===== config.mk =====
export PLATFORM = sky130hd
export DESIGN_NAME = next_schedule_expiry_unit
export DESIGN_NICKNAME = d
export VERILOG_FILES = /design/src/hdl/nse_pkg.sv /design/src/hdl/nse_cfg.sv /design/src/hdl/nse_calc.sv /design/src/hdl/next_schedule_expiry_unit.sv
export SDC_FILE = /design/constraint.sdc
export NUM_CORES = 1
export LEC_CHECK = 0
export ABC_AREA = 1
export ABC_CLOCK_PERIOD_IN_PS = 8400
export BUFFER_PORTS_ARGS = -buffer_cell sky130_fd_sc_hd__buf_2
export CAP_MARGIN = 10
export CORE_AREA = 4 4 122 124
export DETAILED_ROUTE_END_ITERATION = 10
export DIE_AREA = 0 0 126 128
export GPL_TIMING_DRIVEN = 0
export HOLD_SLACK_MARGIN = 0.08
export PLACE_DENSITY_LB_ADDON = 0.25
export SLEW_MARGIN = 10
export SYNTH_ARGS = -nofsm -noshare
export SYNTH_HDL_FRONTEND = slang
export SYNTH_SLANG_ARGS = --single-unit

===== constraint.sdc =====
create_clock -name clk -period 8.4 [get_ports clk]
set_input_delay 0.84 -clock clk [delete_from_list [all_inputs] [get_ports clk]]
set_output_delay 0.84 -clock clk [all_outputs]
set_load 0.005 [all_outputs]

===== src/hdl/nse_pkg.sv =====
// Shared types, register indexes and calendar helpers for the schedule expiry unit.
// No dependencies; every module of the block imports this package.
package nse_pkg;

	// configuration port geometry
	localparam int APB_AW = 5;
	localparam int APB_DW = 32;

	// register indexes (byte address / 4)
	localparam logic [2:0] REG_MINUTE  = 3'd0;
	localparam logic [2:0] REG_HOUR    = 3'd1;
	localparam logic [2:0] REG_DAY     = 3'd2;
	localparam logic [2:0] REG_MONTH   = 3'd3;
	localparam logic [2:0] REG_WEEKDAY = 3'd4;

	// calendar constants
	localparam logic [5:0] MINUTE_MAX  = 6'd59;
	localparam logic [4:0] HOUR_MAX    = 5'd23;
	localparam logic [4:0] DAY_MAX     = 5'd30;
	localparam logic [3:0] MONTH_MAX   = 4'd11;
	localparam logic [2:0] WEEKDAY_BAD = 3'd7;
	localparam logic [3:0] WEEK_LEN    = 4'd7;
	localparam logic [5:0] WEEK_DAYS   = 6'd7;

	localparam logic [4:0] MONTH_DAYS [12] = '{
		5'd31, 5'd28, 5'd31, 5'd30, 5'd31, 5'd30,
		5'd31, 5'd31, 5'd30, 5'd31, 5'd30, 5'd31
	};

	// decoded schedule; *_fix low means "any"
	typedef struct packed {
		logic       min_fix;
		logic [5:0] min;
		logic       hour_fix;
		logic [4:0] hour;
		logic       day_fix;
		logic [4:0] day;
		logic       mon_fix;
		logic [3:0] mon;
		logic       wday_fix;
		logic [2:0] wday;
	} sched_t;

	// one query beat
	typedef struct packed {
		logic [9:0] year;
		logic [3:0] month;
		logic [4:0] day;
		logic [4:0] hour;
		logic [5:0] minute;
		logic [2:0] weekday;
	} query_t;

	// one result beat
	typedef struct packed {
		logic        spec_error;
		logic [10:0] year;
		logic [3:0]  month;
		logic [5:0]  day;
		logic [4:0]  hour;
		logic [5:0]  minute;
	} result_t;

	// Gregorian leap test on years counted from 1900 (up to 2924)
	function automatic logic is_leap(input logic [10:0] y);
		logic plain_century;
		plain_century = y inside {11'd0, 11'd200, 11'd300, 11'd400,
			11'd600, 11'd700, 11'd800, 11'd1000};
		return (y[1:0] == 2'b00) && !plain_century;
	endfunction

	// days in a zero-based month (month already within range)
	function automatic logic [4:0] month_len(input logic [3:0] mon, input logic leap);
		logic [4:0] len;
		len = MONTH_DAYS[mon];
		if (mon == 4'd1 && leap) begin
			len = 5'd29;
		end
		return len;
	endfunction

endpackage


===== src/hdl/nse_cfg.sv =====
// APB-style register file holding the five schedule registers.
// Depends on nse_pkg; presents the decoded schedule to the calendar core.
module nse_cfg import nse_pkg::*; (
	input  logic              clk,
	input  logic              arst_n,
	input  logic              psel,
	input  logic              penable,
	input  logic              pwrite,
	input  logic [APB_AW-1:0] paddr,
	input  logic [APB_DW-1:0] pwdata,
	output logic [APB_DW-1:0] prdata,
	output logic              pready,
	output sched_t            sched
);

	logic [6:0] minute_q;
	logic [5:0] hour_q;
	logic [5:0] day_q;
	logic [4:0] month_q;
	logic [3:0] weekday_q;
	logic       wr_en;
	logic [2:0] reg_idx;

	assign pready  = 1'b1;
	assign wr_en   = psel && penable && pwrite;
	assign reg_idx = paddr[4:2];

	// write on the access cycle
	always_ff @(posedge clk or negedge arst_n) begin
		if (!arst_n) begin
			minute_q  <= '1;
			hour_q    <= '1;
			day_q     <= '1;
			month_q   <= '1;
			weekday_q <= '1;
		end else if (wr_en) begin
			case (reg_idx)
				REG_MINUTE:  minute_q  <= pwdata[6:0];
				REG_HOUR:    hour_q    <= pwdata[5:0];
				REG_DAY:     day_q     <= pwdata[5:0];
				REG_MONTH:   month_q   <= pwdata[4:0];
				REG_WEEKDAY: weekday_q <= pwdata[3:0];
				default: ;
			endcase
		end
	end

	// read back raw register bits
	always_comb begin
		prdata = '0;
		case (reg_idx)
			REG_MINUTE:  prdata = {25'd0, minute_q};
			REG_HOUR:    prdata = {26'd0, hour_q};
			REG_DAY:     prdata = {26'd0, day_q};
			REG_MONTH:   prdata = {27'd0, month_q};
			REG_WEEKDAY: prdata = {28'd0, weekday_q};
			default:     prdata = '0;
		endcase
	end

	// decode: top bit means any, saturate values above range, weekday 7 reads as 0
	always_comb begin
		sched.min_fix  = !minute_q[6];
		sched.min      = (minute_q[5:0] > MINUTE_MAX) ? MINUTE_MAX : minute_q[5:0];
		sched.hour_fix = !hour_q[5];
		sched.hour     = (hour_q[4:0] > HOUR_MAX) ? HOUR_MAX : hour_q[4:0];
		sched.day_fix  = !day_q[5];
		sched.day      = (day_q[4:0] > DAY_MAX) ? DAY_MAX : day_q[4:0];
		sched.mon_fix  = !month_q[4];
		sched.mon      = (month_q[3:0] > MONTH_MAX) ? MONTH_MAX : month_q[3:0];
		sched.wday_fix = !weekday_q[3];
		sched.wday     = (weekday_q[2:0] == WEEKDAY_BAD) ? 3'd0 : weekday_q[2:0];
	end

endmodule


===== src/hdl/nse_calc.sv =====
// Calendar core: next expiry time of the schedule for one registered query.
// Depends on nse_pkg; purely combinational, sits between the two pipeline registers.
module nse_calc import nse_pkg::*; (
	input  sched_t  sched,
	input  query_t  query,
	output result_t res
);

	// normalized current time
	logic [3:0]  t_mon;
	logic [4:0]  t_len;
	logic [4:0]  t_last;
	logic [4:0]  t_cd;
	logic [4:0]  t_day;
	logic [4:0]  t_hour;
	logic [5:0]  t_min;
	logic [2:0]  t_wd;

	// field comparisons
	logic        weekly;
	logic [4:0]  md;
	logic        p_mon, p_day, p_hour, p_min;
	logic        lt_mon, lt_day, lt_hour, lt_min;
	logic        reach_day, reach_hour, reach_min, reach_end;
	logic [3:0]  wsum;
	logic [2:0]  wdays;
	logic        wzero;

	// roll entry points
	logic        st_year, st_mon, st_day, st_hour, st_min;

	// base values and roll chain
	logic [5:0]  min_b, min_n;
	logic [4:0]  hour_b, hour_n;
	logic [4:0]  day_b, day_n, day_f;
	logic [3:0]  mon_b, mon_n;
	logic [10:0] year_n;
	logic [4:0]  f_len;
	logic        cin_h, cin_d, cin_m;
	logic        cout_min, cout_h, cout_d, cout_m;
	logic [5:0]  wk_day;

	always_comb begin
		// saturate and clamp the query fields
		t_mon  = (query.month > MONTH_MAX) ? MONTH_MAX : query.month;
		t_len  = month_len(t_mon, is_leap({1'b0, query.year}));
		t_last = t_len - 5'd1;
		t_cd   = (query.day == 5'd0) ? 5'd1 : query.day;
		if (t_cd > t_len) begin
			t_cd = t_len;
		end
		t_day  = t_cd - 5'd1;
		t_hour = (query.hour > HOUR_MAX) ? HOUR_MAX : query.hour;
		t_min  = (query.minute > MINUTE_MAX) ? MINUTE_MAX : query.minute;
		t_wd   = (query.weekday == WEEKDAY_BAD) ? 3'd0 : query.weekday;

		weekly = sched.wday_fix;

		// days until the scheduled weekday
		wsum  = {1'b0, sched.wday} + WEEK_LEN - {1'b0, t_wd};
		wdays = (wsum >= WEEK_LEN) ? 3'(wsum - WEEK_LEN) : wsum[2:0];
		wzero = (wdays == 3'd0);

		// walk from month down to minute
		md      = (sched.day < t_last) ? sched.day : t_last;
		p_mon   = !sched.mon_fix || (sched.mon == t_mon);
		lt_mon  = sched.mon < t_mon;
		p_day   = !sched.day_fix || (md == t_day);
		lt_day  = md < t_day;
		p_hour  = !sched.hour_fix || (sched.hour == t_hour);
		lt_hour = sched.hour < t_hour;
		p_min   = !sched.min_fix || (sched.min == t_min);
		lt_min  = sched.min < t_min;

		reach_day  = p_mon;
		reach_hour = weekly ? wzero : (p_mon && p_day);
		reach_min  = reach_hour && p_hour;
		reach_end  = reach_min && p_min;

		st_year = !weekly && !p_mon && lt_mon;
		st_mon  = !weekly && reach_day && !p_day && lt_day;
		st_day  = reach_hour && !p_hour && lt_hour;
		st_hour = reach_min && !p_min && lt_min;
		st_min  = reach_end;

		// fixed fields, else current value once reached, else zero
		min_b  = sched.min_fix ? sched.min : (reach_min ? t_min : 6'd0);
		hour_b = sched.hour_fix ? sched.hour : (reach_hour ? t_hour : 5'd0);
		day_b  = sched.day_fix ? sched.day : (reach_day ? t_day : 5'd0);
		mon_b  = sched.mon_fix ? sched.mon : t_mon;

		// minute roll
		min_n = min_b;
		if (st_min && !sched.min_fix) begin
			min_n = (min_b == MINUTE_MAX) ? 6'd0 : min_b + 6'd1;
		end
		cout_min = st_min && (sched.min_fix || (min_b == MINUTE_MAX));

		// hour roll
		cin_h  = cout_min || st_hour;
		hour_n = hour_b;
		if (cin_h && !sched.hour_fix) begin
			hour_n = (hour_b == HOUR_MAX) ? 5'd0 : hour_b + 5'd1;
		end
		cout_h = cin_h && (sched.hour_fix || (hour_b == HOUR_MAX));

		// day roll: monthly wraps at month length, weekly adds a week
		cin_d = cout_h || st_day;
		day_n = day_b;
		if (cin_d && !sched.day_fix) begin
			day_n = (day_b == t_last) ? 5'd0 : day_b + 5'd1;
		end
		cout_d = cin_d && (sched.day_fix || (day_b == t_last));
		wk_day = {1'b0, t_day} + {3'd0, wdays} + (cin_d ? WEEK_DAYS : 6'd0);

		// month and year roll
		cin_m = cout_d || st_mon;
		mon_n = mon_b;
		if (cin_m && !sched.mon_fix) begin
			mon_n = (mon_b == MONTH_MAX) ? 4'd0 : mon_b + 4'd1;
		end
		cout_m = cin_m && (sched.mon_fix || (mon_b == MONTH_MAX));
		year_n = {1'b0, query.year} + {10'd0, (cout_m || st_year)};

		// clamp monthly day to the length of the final month
		f_len = month_len(mon_n, is_leap(year_n));
		day_f = (day_n > f_len - 5'd1) ? f_len - 5'd1 : day_n;

		// assemble the result beat
		if (sched.wday_fix && (sched.day_fix || sched.mon_fix)) begin
			res = '0;
			res.spec_error = 1'b1;
		end else if (weekly) begin
			res.spec_error = 1'b0;
			res.year       = {1'b0, query.year};
			res.month      = t_mon;
			res.day        = wk_day + 6'd1;
			res.hour       = hour_n;
			res.minute     = min_n;
		end else begin
			res.spec_error = 1'b0;
			res.year       = year_n;
			res.month      = mon_n;
			res.day        = {1'b0, day_f} + 6'd1;
			res.hour       = hour_n;
			res.minute     = min_n;
		end
	end

endmodule


===== src/hdl/next_schedule_expiry_unit.sv =====
// Top level of the schedule expiry unit: query register, calendar core, result register.
// Depends on nse_pkg, nse_cfg and nse_calc.
//
//  channel | handshake                    | payload
//  --------+------------------------------+-------------------------------------------
//  query   | query_valid / query_stall    | cur_year .. cur_weekday (cur_second unused)
//  result  | result_valid / result_stall  | spec_error, next_year .. next_minute
//  config  | psel/penable/pwrite, pready  | paddr, pwdata, prdata
//
// One query per cycle while the result is not stalled; a query passes the query register,
// then the result register, the calendar walk in one pass of logic between them.
// Reset clears both valid flags and sets every schedule register to "any".
// A stalled result holds in the result register; the query register still fills
// behind it, and query_stall rises only when both stages hold a beat.
// Seconds never affect the result: the expiry always has zero seconds.
module next_schedule_expiry_unit import nse_pkg::*; (
	input  logic              clk,
	input  logic              arst_n,
	input  logic              psel,
	input  logic              penable,
	input  logic              pwrite,
	input  logic [APB_AW-1:0] paddr,
	input  logic [APB_DW-1:0] pwdata,
	output logic [APB_DW-1:0] prdata,
	output logic              pready,
	input  logic              query_valid,
	output logic              query_stall,
	input  logic [9:0]        cur_year,
	input  logic [3:0]        cur_month,
	input  logic [4:0]        cur_day,
	input  logic [4:0]        cur_hour,
	input  logic [5:0]        cur_minute,
	input  logic [5:0]        cur_second,
	input  logic [2:0]        cur_weekday,
	output logic              result_valid,
	input  logic              result_stall,
	output logic              spec_error,
	output logic [10:0]       next_year,
	output logic [3:0]        next_month,
	output logic [5:0]        next_day,
	output logic [4:0]        next_hour,
	output logic [5:0]        next_minute
);

	sched_t  sched;
	query_t  query_s1;
	logic    valid_s1;
	result_t res_comb;
	result_t res_s2;
	logic    valid_s2;
	logic    adv_s2;
	logic    adv_s1;

	nse_cfg u_cfg (
		.clk     (clk),
		.arst_n  (arst_n),
		.psel    (psel),
		.penable (penable),
		.pwrite  (pwrite),
		.paddr   (paddr),
		.pwdata  (pwdata),
		.prdata  (prdata),
		.pready  (pready),
		.sched   (sched)
	);

	// stage moves when its downstream slot is free
	assign adv_s2      = !valid_s2 || !result_stall;
	assign adv_s1      = !valid_s1 || adv_s2;
	assign query_stall = !adv_s1;

	// hold the query beat
	always_ff @(posedge clk or negedge arst_n) begin
		if (!arst_n) begin
			valid_s1 <= 1'b0;
		end else if (adv_s1) begin
			valid_s1 <= query_valid;
		end
	end

	always_ff @(posedge clk) begin
		if (adv_s1 && query_valid) begin
			query_s1.year    <= cur_year;
			query_s1.month   <= cur_month;
			query_s1.day     <= cur_day;
			query_s1.hour    <= cur_hour;
			query_s1.minute  <= cur_minute;
			query_s1.weekday <= cur_weekday;
		end
	end

	nse_calc u_calc (
		.sched (sched),
		.query (query_s1),
		.res   (res_comb)
	);

	// hold the result beat until taken
	always_ff @(posedge clk or negedge arst_n) begin
		if (!arst_n) begin
			valid_s2 <= 1'b0;
		end else if (adv_s2) begin
			valid_s2 <= valid_s1;
		end
	end

	always_ff @(posedge clk) begin
		if (adv_s2 && valid_s1) begin
			res_s2 <= res_comb;
		end
	end

	assign result_valid = valid_s2;
	assign spec_error   = res_s2.spec_error;
	assign next_year    = res_s2.year;
	assign next_month   = res_s2.month;
	assign next_day     = res_s2.day;
	assign next_hour    = res_s2.hour;
	assign next_minute  = res_s2.minute;

endmodule

## Word level (Yosys, flattened, before mapping)

Memories as Yosys holds them, arrays and structs flattened.
Index checks and enable logic that the tools add are counted.

- Bits in registers: 96
- ROM bits: 160
- Input port bits: 83
- Output and inout port bits: 68
- Word-level logic and storage cells: 200
- Memories kept: 2

- Add/subtract/negate cells: 15
- $lt $le $gt $ge: 17
- Equality and inequality tests: 30
- Mux-type cells: 39
- Bitwise gates (word level): 3
- Reductions and logical operators: 74

Memory list:

| name | words | width | read ports | clocked after Yosys merged registers in | wr ports | line | source |
|---|---|---|---|---|---|---|---|
| (name not given) | 16 | 5 | 1 | 0 | 0 | nse_pkg.sv:75 | `len = MONTH_DAYS[mon];` |
| (name not given) | 16 | 5 | 1 | 0 | 0 | nse_pkg.sv:75 |  |

Operators by type and width:

| kind | number |
|---|---|
| two-way mux 5 bit | 21 |
| == test 11 x 10 -> 1 bit (second input constant) | 4 |
| == test 10 bit (second input constant) | 4 |
| two-way mux 6 bit | 6 |
| one-hot mux 7 bit (5 select lines) | 1 |
| two-way mux 31 bit | 1 |
| logical AND 1 bit | 29 |
| == test 11 x 9 -> 1 bit (second input constant) | 2 |
| == test 10 x 9 -> 1 bit (second input constant) | 2 |
| two-way mux 4 bit | 5 |
| nonzero test 8 bit | 2 |
| == test 5 bit | 3 |
| > comparator 5 bit (second input constant) | 3 |
| logical NOT 1 bit | 15 |
| logical OR 1 bit | 15 |
| < comparator 5 bit | 3 |
| subtractor 5 x 1 -> 5 bit (second input constant) | 3 |
| adder 6 x 1 -> 6 bit (second input constant) | 2 |
| > comparator 6 bit (second input constant) | 2 |
| two-way mux 3 bit | 4 |
| adder 10 x 1 -> 11 bit | 1 |
| == test 11 x 8 -> 1 bit (second input constant) | 1 |
| logical NOT 11 bit | 1 |
| adder 5 x 1 -> 5 bit (second input constant) | 2 |
| other kinds (32) | 46 |

## Logic depth before layout (Yosys ltp)

- Word-level depth: 39
- Gate-level depth with buffers: 74
- Mapped depth without buffers: 74

## Modules after synthesis

A second synthesis with hierarchy kept.

- Cell total of the unflattened synthesis: 886
- Area total of the unflattened synthesis: 7196.9 um^2

Modules (own cells, without submodules):

| module | times used | cells an instance | area an instance (um^2) | sequential area each (um^2) |
|---|---|---|---|---|
| nse_calc | 1 | 575 | 3276.9 | 0.0 |
| next_schedule_expiry_unit | 1 | 78 | 2077.0 | 2031.9 |
| nse_cfg | 1 | 233 | 1843.0 | 735.7 |

## Least setup slack after synthesis

OpenSTA, ideal clock, no wires.

- Path kind: register to register
- From: reg query_s1[27] (netlist name)
- To: reg res_s2, in the netlist next_day[4], data pin
- Setup time: 279 ps
- Data arrival time: 8593 ps
- Required time: 8121 ps
- Slack: -472 ps
- Stages on the path, launching flop included: 72
- Path buffers: 0
- Period minus slack after synthesis: 8872 ps
- Cells stage by stage: edfxtp_1 inv_1 nand2_1 nor2_1 nand2_1 o21ai_1 nand2_1 nand2_1 nand2_1 nand2_1 nand2_1 ha_1 nand2_1 nand4_1 inv_1 nand3_1 nand2_1 ha_1 [... 36 more ...] inv_1 ha_1 ha_1 inv_1 nor2_1 o21a_1 o21ai_0 nor2_1 nand2_2 inv_2 or2_1 nand2_2 ha_1 nand2_1 nor2_1 nand2_1 nand3_1 a21oi_1

- Longest elaborated chain between the ends: 38
- Elaborated cells between the ends (all ways): 88
- Classes of those cells: add/sub (9); order compare (4); eq/ne (19); mux (19); bitwise (1); reduce/logical (35); memory (1)

Ends and longest elaborated chain:

| item | line | source |
|---|---|---|
| from (decl) | next_schedule_expiry_unit.sv:46 | `query_t query_s1;` |
| == test 10 x 8 -> 1 bit (tied with other cells) | nse_pkg.sv:67 | `plain_century = y inside {11'd0, 11'd200, 11'd300, 11'd400,` |
| nonzero test 8 bit | nse_pkg.sv:67 |  |
| logical NOT 1 bit | nse_pkg.sv:69 | `return (y[1:0] == 2'b00) && !plain_century;` |
| logical AND 1 bit | nse_pkg.sv:69 |  |
| logical AND 1 bit | nse_pkg.sv:76 | `if (mon == 4'd1 && leap) begin` |
| two-way mux 5 bit | nse_pkg.sv:76 |  |
| subtractor 5 x 1 -> 5 bit or > comparator 5 bit (tied branches) | nse_calc.sv:47, nse_calc.sv:49 |  |
| < comparator 5 bit or two-way mux 5 bit (tied branches) | nse_calc.sv:65, nse_calc.sv:49 |  |
| [... 22 more ...] | - |  |
| logical AND 1 bit | nse_pkg.sv:69 |  |
| logical AND 1 bit | nse_pkg.sv:76 |  |
| two-way mux 5 bit | nse_pkg.sv:76 |  |
| subtractor 5 x 1 -> 5 bit | nse_calc.sv:127 | `day_f = (day_n > f_len - 5'd1) ? f_len - 5'd1 : day_n;` |
| > comparator 5 bit | nse_calc.sv:127 |  |
| two-way mux 5 bit | nse_calc.sv:127 |  |
| adder 5 x 1 -> 6 bit | nse_calc.sv:144 | `res.day = {1'b0, day_f} + 6'd1;` |
| two-way mux 31 bit * | nse_calc.sv:133 | `end else if (weekly) begin` |
| to (signal assigned) | next_schedule_expiry_unit.sv:109 | `res_s2 <= res_comb;` |
| to (decl) | next_schedule_expiry_unit.sv:49 | `result_t res_s2;` |

Mark *: on every way between the ends. The rest lies on a longest branch, timed or not. The select of a mux whose other input is x is not followed.
A chain may end at the register's enable or synchronous reset.

## Worst setup path in the final report

- From: reg query_s1[24] (netlist name)
- To: reg res_s2, in the netlist next_day[4], data pin

Same word-level chain as after synthesis.

==> impl_metrics.py <==
metrics = {
    "run_status": {
        "status": "finished, violations left",
        "violations": "negative setup slack",
    },
    "synthesis": {
        "yosysSeqAreaShare": 0.405,
        "synth_edf_count": 66,
        "yosys_warnings": 0,
        "ys_ff_latch": 96,
        "synth-simple-area-share": 0.235,
        "syn-instance-count": 853,
        "synth_xor_area_frac": 0.0205,
        "synthAdderAreaFrac": 0.0958,
        "muxShareOfSynthArea": 0,
        "yosysUniqueCellTypes": 54,
        "synth_area_leaders": "edfxtp_1, dfstp_2, nand2_1",
        "ys.flop_type": "edfxtp_1",
        "synth_compound_area_frac": 0.129,
        "yosysTopAreaCell": "edfxtp_1",
        "synth_top_area_share": 0.290,
        "syn_avg_cell_area_um2": 8.02,
        "synth_top_family_by_area": "simple AND/OR/NAND/NOR gates",
        "synthArstFlopShare": 0.313,
        "syn-cell-area_mm2": 0.00684,
    },
    "timing": {
        "tns_ps": -3630,
        "setup_slack_ps": -695,
        "finalCritPeriodShare": 1.08,
        "slew_headroom": 0.268,
        "rsz0062_at_grt": "true",
        "tightest_slew_ps": 1090,
        "hold_ws_ps": 494,
        "finalClockSkew_ps": 9.53,
        "period_needed_ps": 9100,
        "finalMaxSlewViolations": 0,
        "fmax_mhz": 110,
        "setup_viol": 6,
        "final_hold_viol_count": 0,
    },
    "pwr": {
        "power_mw": 1.86,
        "leakagePower_nw": 4.00,
        "irDropWorstVdd_uv": 192,
        "powerDensity_mw_per_mm2": 217,
    },
    "setup_path": {
        "cp-start-kind": "flip-flop",
        "worst-setup-path-type": "reg2reg",
        "cp_num_buf_inv": 9,
        "crit_fanout": 5,
        "timing.reg2reg.setup_slack_ps": -700,
        "slowest_stage": "edfxtp_1",
        "cpLargestDelayFamily": "simple AND/OR/NAND/NOR gates",
        "cp.required_ps": 8450,
        "crit_top_cell": "nand2_2",
        "worst_setup_path_end_kind": "flip-flop",
        "cp.arrival_ps": 9150,
        "slowest_delay_ps": 510,
    },
    "clocking": {
        "ctsHtreeMaxLevel": 3,
        "path_clk_slew_ps": 70,
        "cts_inserted_buffers": 9,
        "postCtsHoldBufs": 0,
        "ctsRootBufferMaster": "clkbuf_16",
        "clk_latency_ps": 350,
        "cts_tree": "built",
        "clk_path_buf_depth": 2,
        "cts_sinks": 96,
    },
    "routing": {
        "drt_iter0_markers": 426,
        "post_drt_wl_per_cell_um": 13.8,
        "firstDrtPassIters": 5,
        "wl_um": 16500,
        "postRouteAntennaNets": 0,
        "vias": 6162,
        "drcViolationCount": 0,
        "vias_per_cell": 5.16,
    },
    "min_path": {
        "hp-class": "reg2reg",
    },
    "finish": {
        "drive_gt1_frac": 0.292,
        "stdcell_count": 1194,
        "final_cell_mix": "nand2_1, inv_1, buf_2",
        "final_util": 0.620,
        "layout.nets": 1142,
        "diodes": 0,
        "n_fill_cell": 1231,
        "layout_commonest_cell": "nand2_1",
        "syn2layout_area_growth_pct": 24.9,
        "postLayoutCellArea_mm2": 0.00854,
    },
    "grt": {
        "antenna_found_initial": 0,
        "grt_usage": 0.196,
        "grt_pass1_vias": 5600,
        "grt_pass1_wl_um": 25700,
        "grt_max_degree": 34,
        "grt-ovfl-total": 0,
    },
    "place": {
        "placed_area_mm2": 0.00777,
        "port_buffers": 91,
        "post-place-ws_ps": -1600,
        "dp.cells": 1149,
        "place.gp.congestion": 0.913,
        "hpwl_um": 12300,
    },
    "floorplanning": {
        "die_y_um": 128,
        "coreArea_mm2": 0.0138,
        "top_level_ports": 151,
        "fp-row-count": 43,
        "die_x_um": 126,
        "dieArea_mm2": 0.0161,
        "initial_utilization": 0.497,
    },
    "flow_run": {
        "cap_violations": 0,
    },
}
-- Yosys cell counts, types with 5 or more instances --
| cell | number |
|---|---|
| nand2_1 | 178 |
| inv_1 | 130 |
| edfxtp_1 | 66 |
| nor2_1 | 61 |
| o21ai_0 | 59 |
| ha_1 | 46 |
| nand3_1 | 46 |
| a21oi_1 | 40 |
| dfstp_2 | 28 |
| buf_4 | 26 |
| clkbuf_1 | 18 |
| o22ai_1 | 18 |
| nand2_2 | 15 |
| nor3_1 | 12 |
| nand4_1 | 11 |
| xor2_1 | 11 |
| o21ai_1 | 9 |
| nand2_4 | 6 |
| xnor2_1 | 5 |
-- cell type report --
cell class | instances | area, um2 | area share
tap | 180 | 225 | 0.0264
clock inverter | 5 | 87.6 | 0.0103
buffer | 46 | 273 | 0.0319
timing repair buffer | 121 | 697 | 0.0816
sequential | 96 | 2770 | 0.324
inverter | 134 | 509 | 0.0596
multi-input combinational | 601 | 3750 | 0.439
clock buffer | 11 | 233 | 0.0272
-- layer usage --
| metal | share of wire | up-vias | wire (um) | global-route usage |
|---|---|---|---|---|
| li1 | - | 3108 | - | - |
| met1 | 0.43 | 2805 | 7060 | 0.252 |
| met2 | 0.48 | 224 | 7930 | 0.331 |
| met3 | 0.067 | 25 | 1110 | 0.0354 |
| met4 | 0.022 | 0 | 360 | 0.0751 |
| met5 | 0 | - | 0 | 0 |
-- final timing paths --
check,to,cells past startpoint,from
max,next_day[4],71,query_s1[24]
min,u_cfg.minute_q[2],2,u_cfg.minute_q[2]
max reg2reg,next_day[4],71,query_s1[24]
min reg2reg,u_cfg.minute_q[2],2,u_cfg.minute_q[2]
max in group asynchronous,valid_s1,1,arst_n
min in group asynchronous,result_valid,1,arst_n
-- report_power, final --
group,switching (mW),internal [mW],total (mW)
Clock,0.186,0.264,0.450
Combinational,0.452,0.307,0.759
Sequential,0.0449,0.602,0.647
-- state kept, by name, summed over array words and instances (netlist names) --
signal / cells
next_day: 6
next_hour: 5
next_minute: 6
next_month: 4
next_year: 11
query_s1: 33
result_valid: 1
spec_error: 1
u_cfg.day_q: 6
u_cfg.hour_q: 6
u_cfg.minute_q: 7
u_cfg.month_q: 5
u_cfg.weekday_q: 4
valid_s1: 1
-- kinds of logic (layout without fill, tap and decap cells) --
family / count (synthesis) / count (layout)
compound gates: 154 / 154
buf+inv: 180 / 317
flops: 96 / 96
other cells: 2 / 26
fa+ha+maj: 50 / 50
simple gates: 355 / 355
xor+xnor: 16 / 16
-- repair_timing --
action                                  in CTS  in global routing
pin swaps                                   18                 19
gates resized for setup                     13                 38
endpoints found under the setup margin       6                  6
setup buffers                               12                 17
-- worst reg2reg max path, delay by kind of cell, from the launching register on --
kind / cells / cell delay, ps
xor+xnor: 1 / 250
fa+ha+maj: 8 / 1710
compound gates: 11 / 1340
buf+inv: 9 / 750
flops: 1 / 510
simple gates: 42 / 4260
No activity file was read; power rests on OpenSTA's default activity.
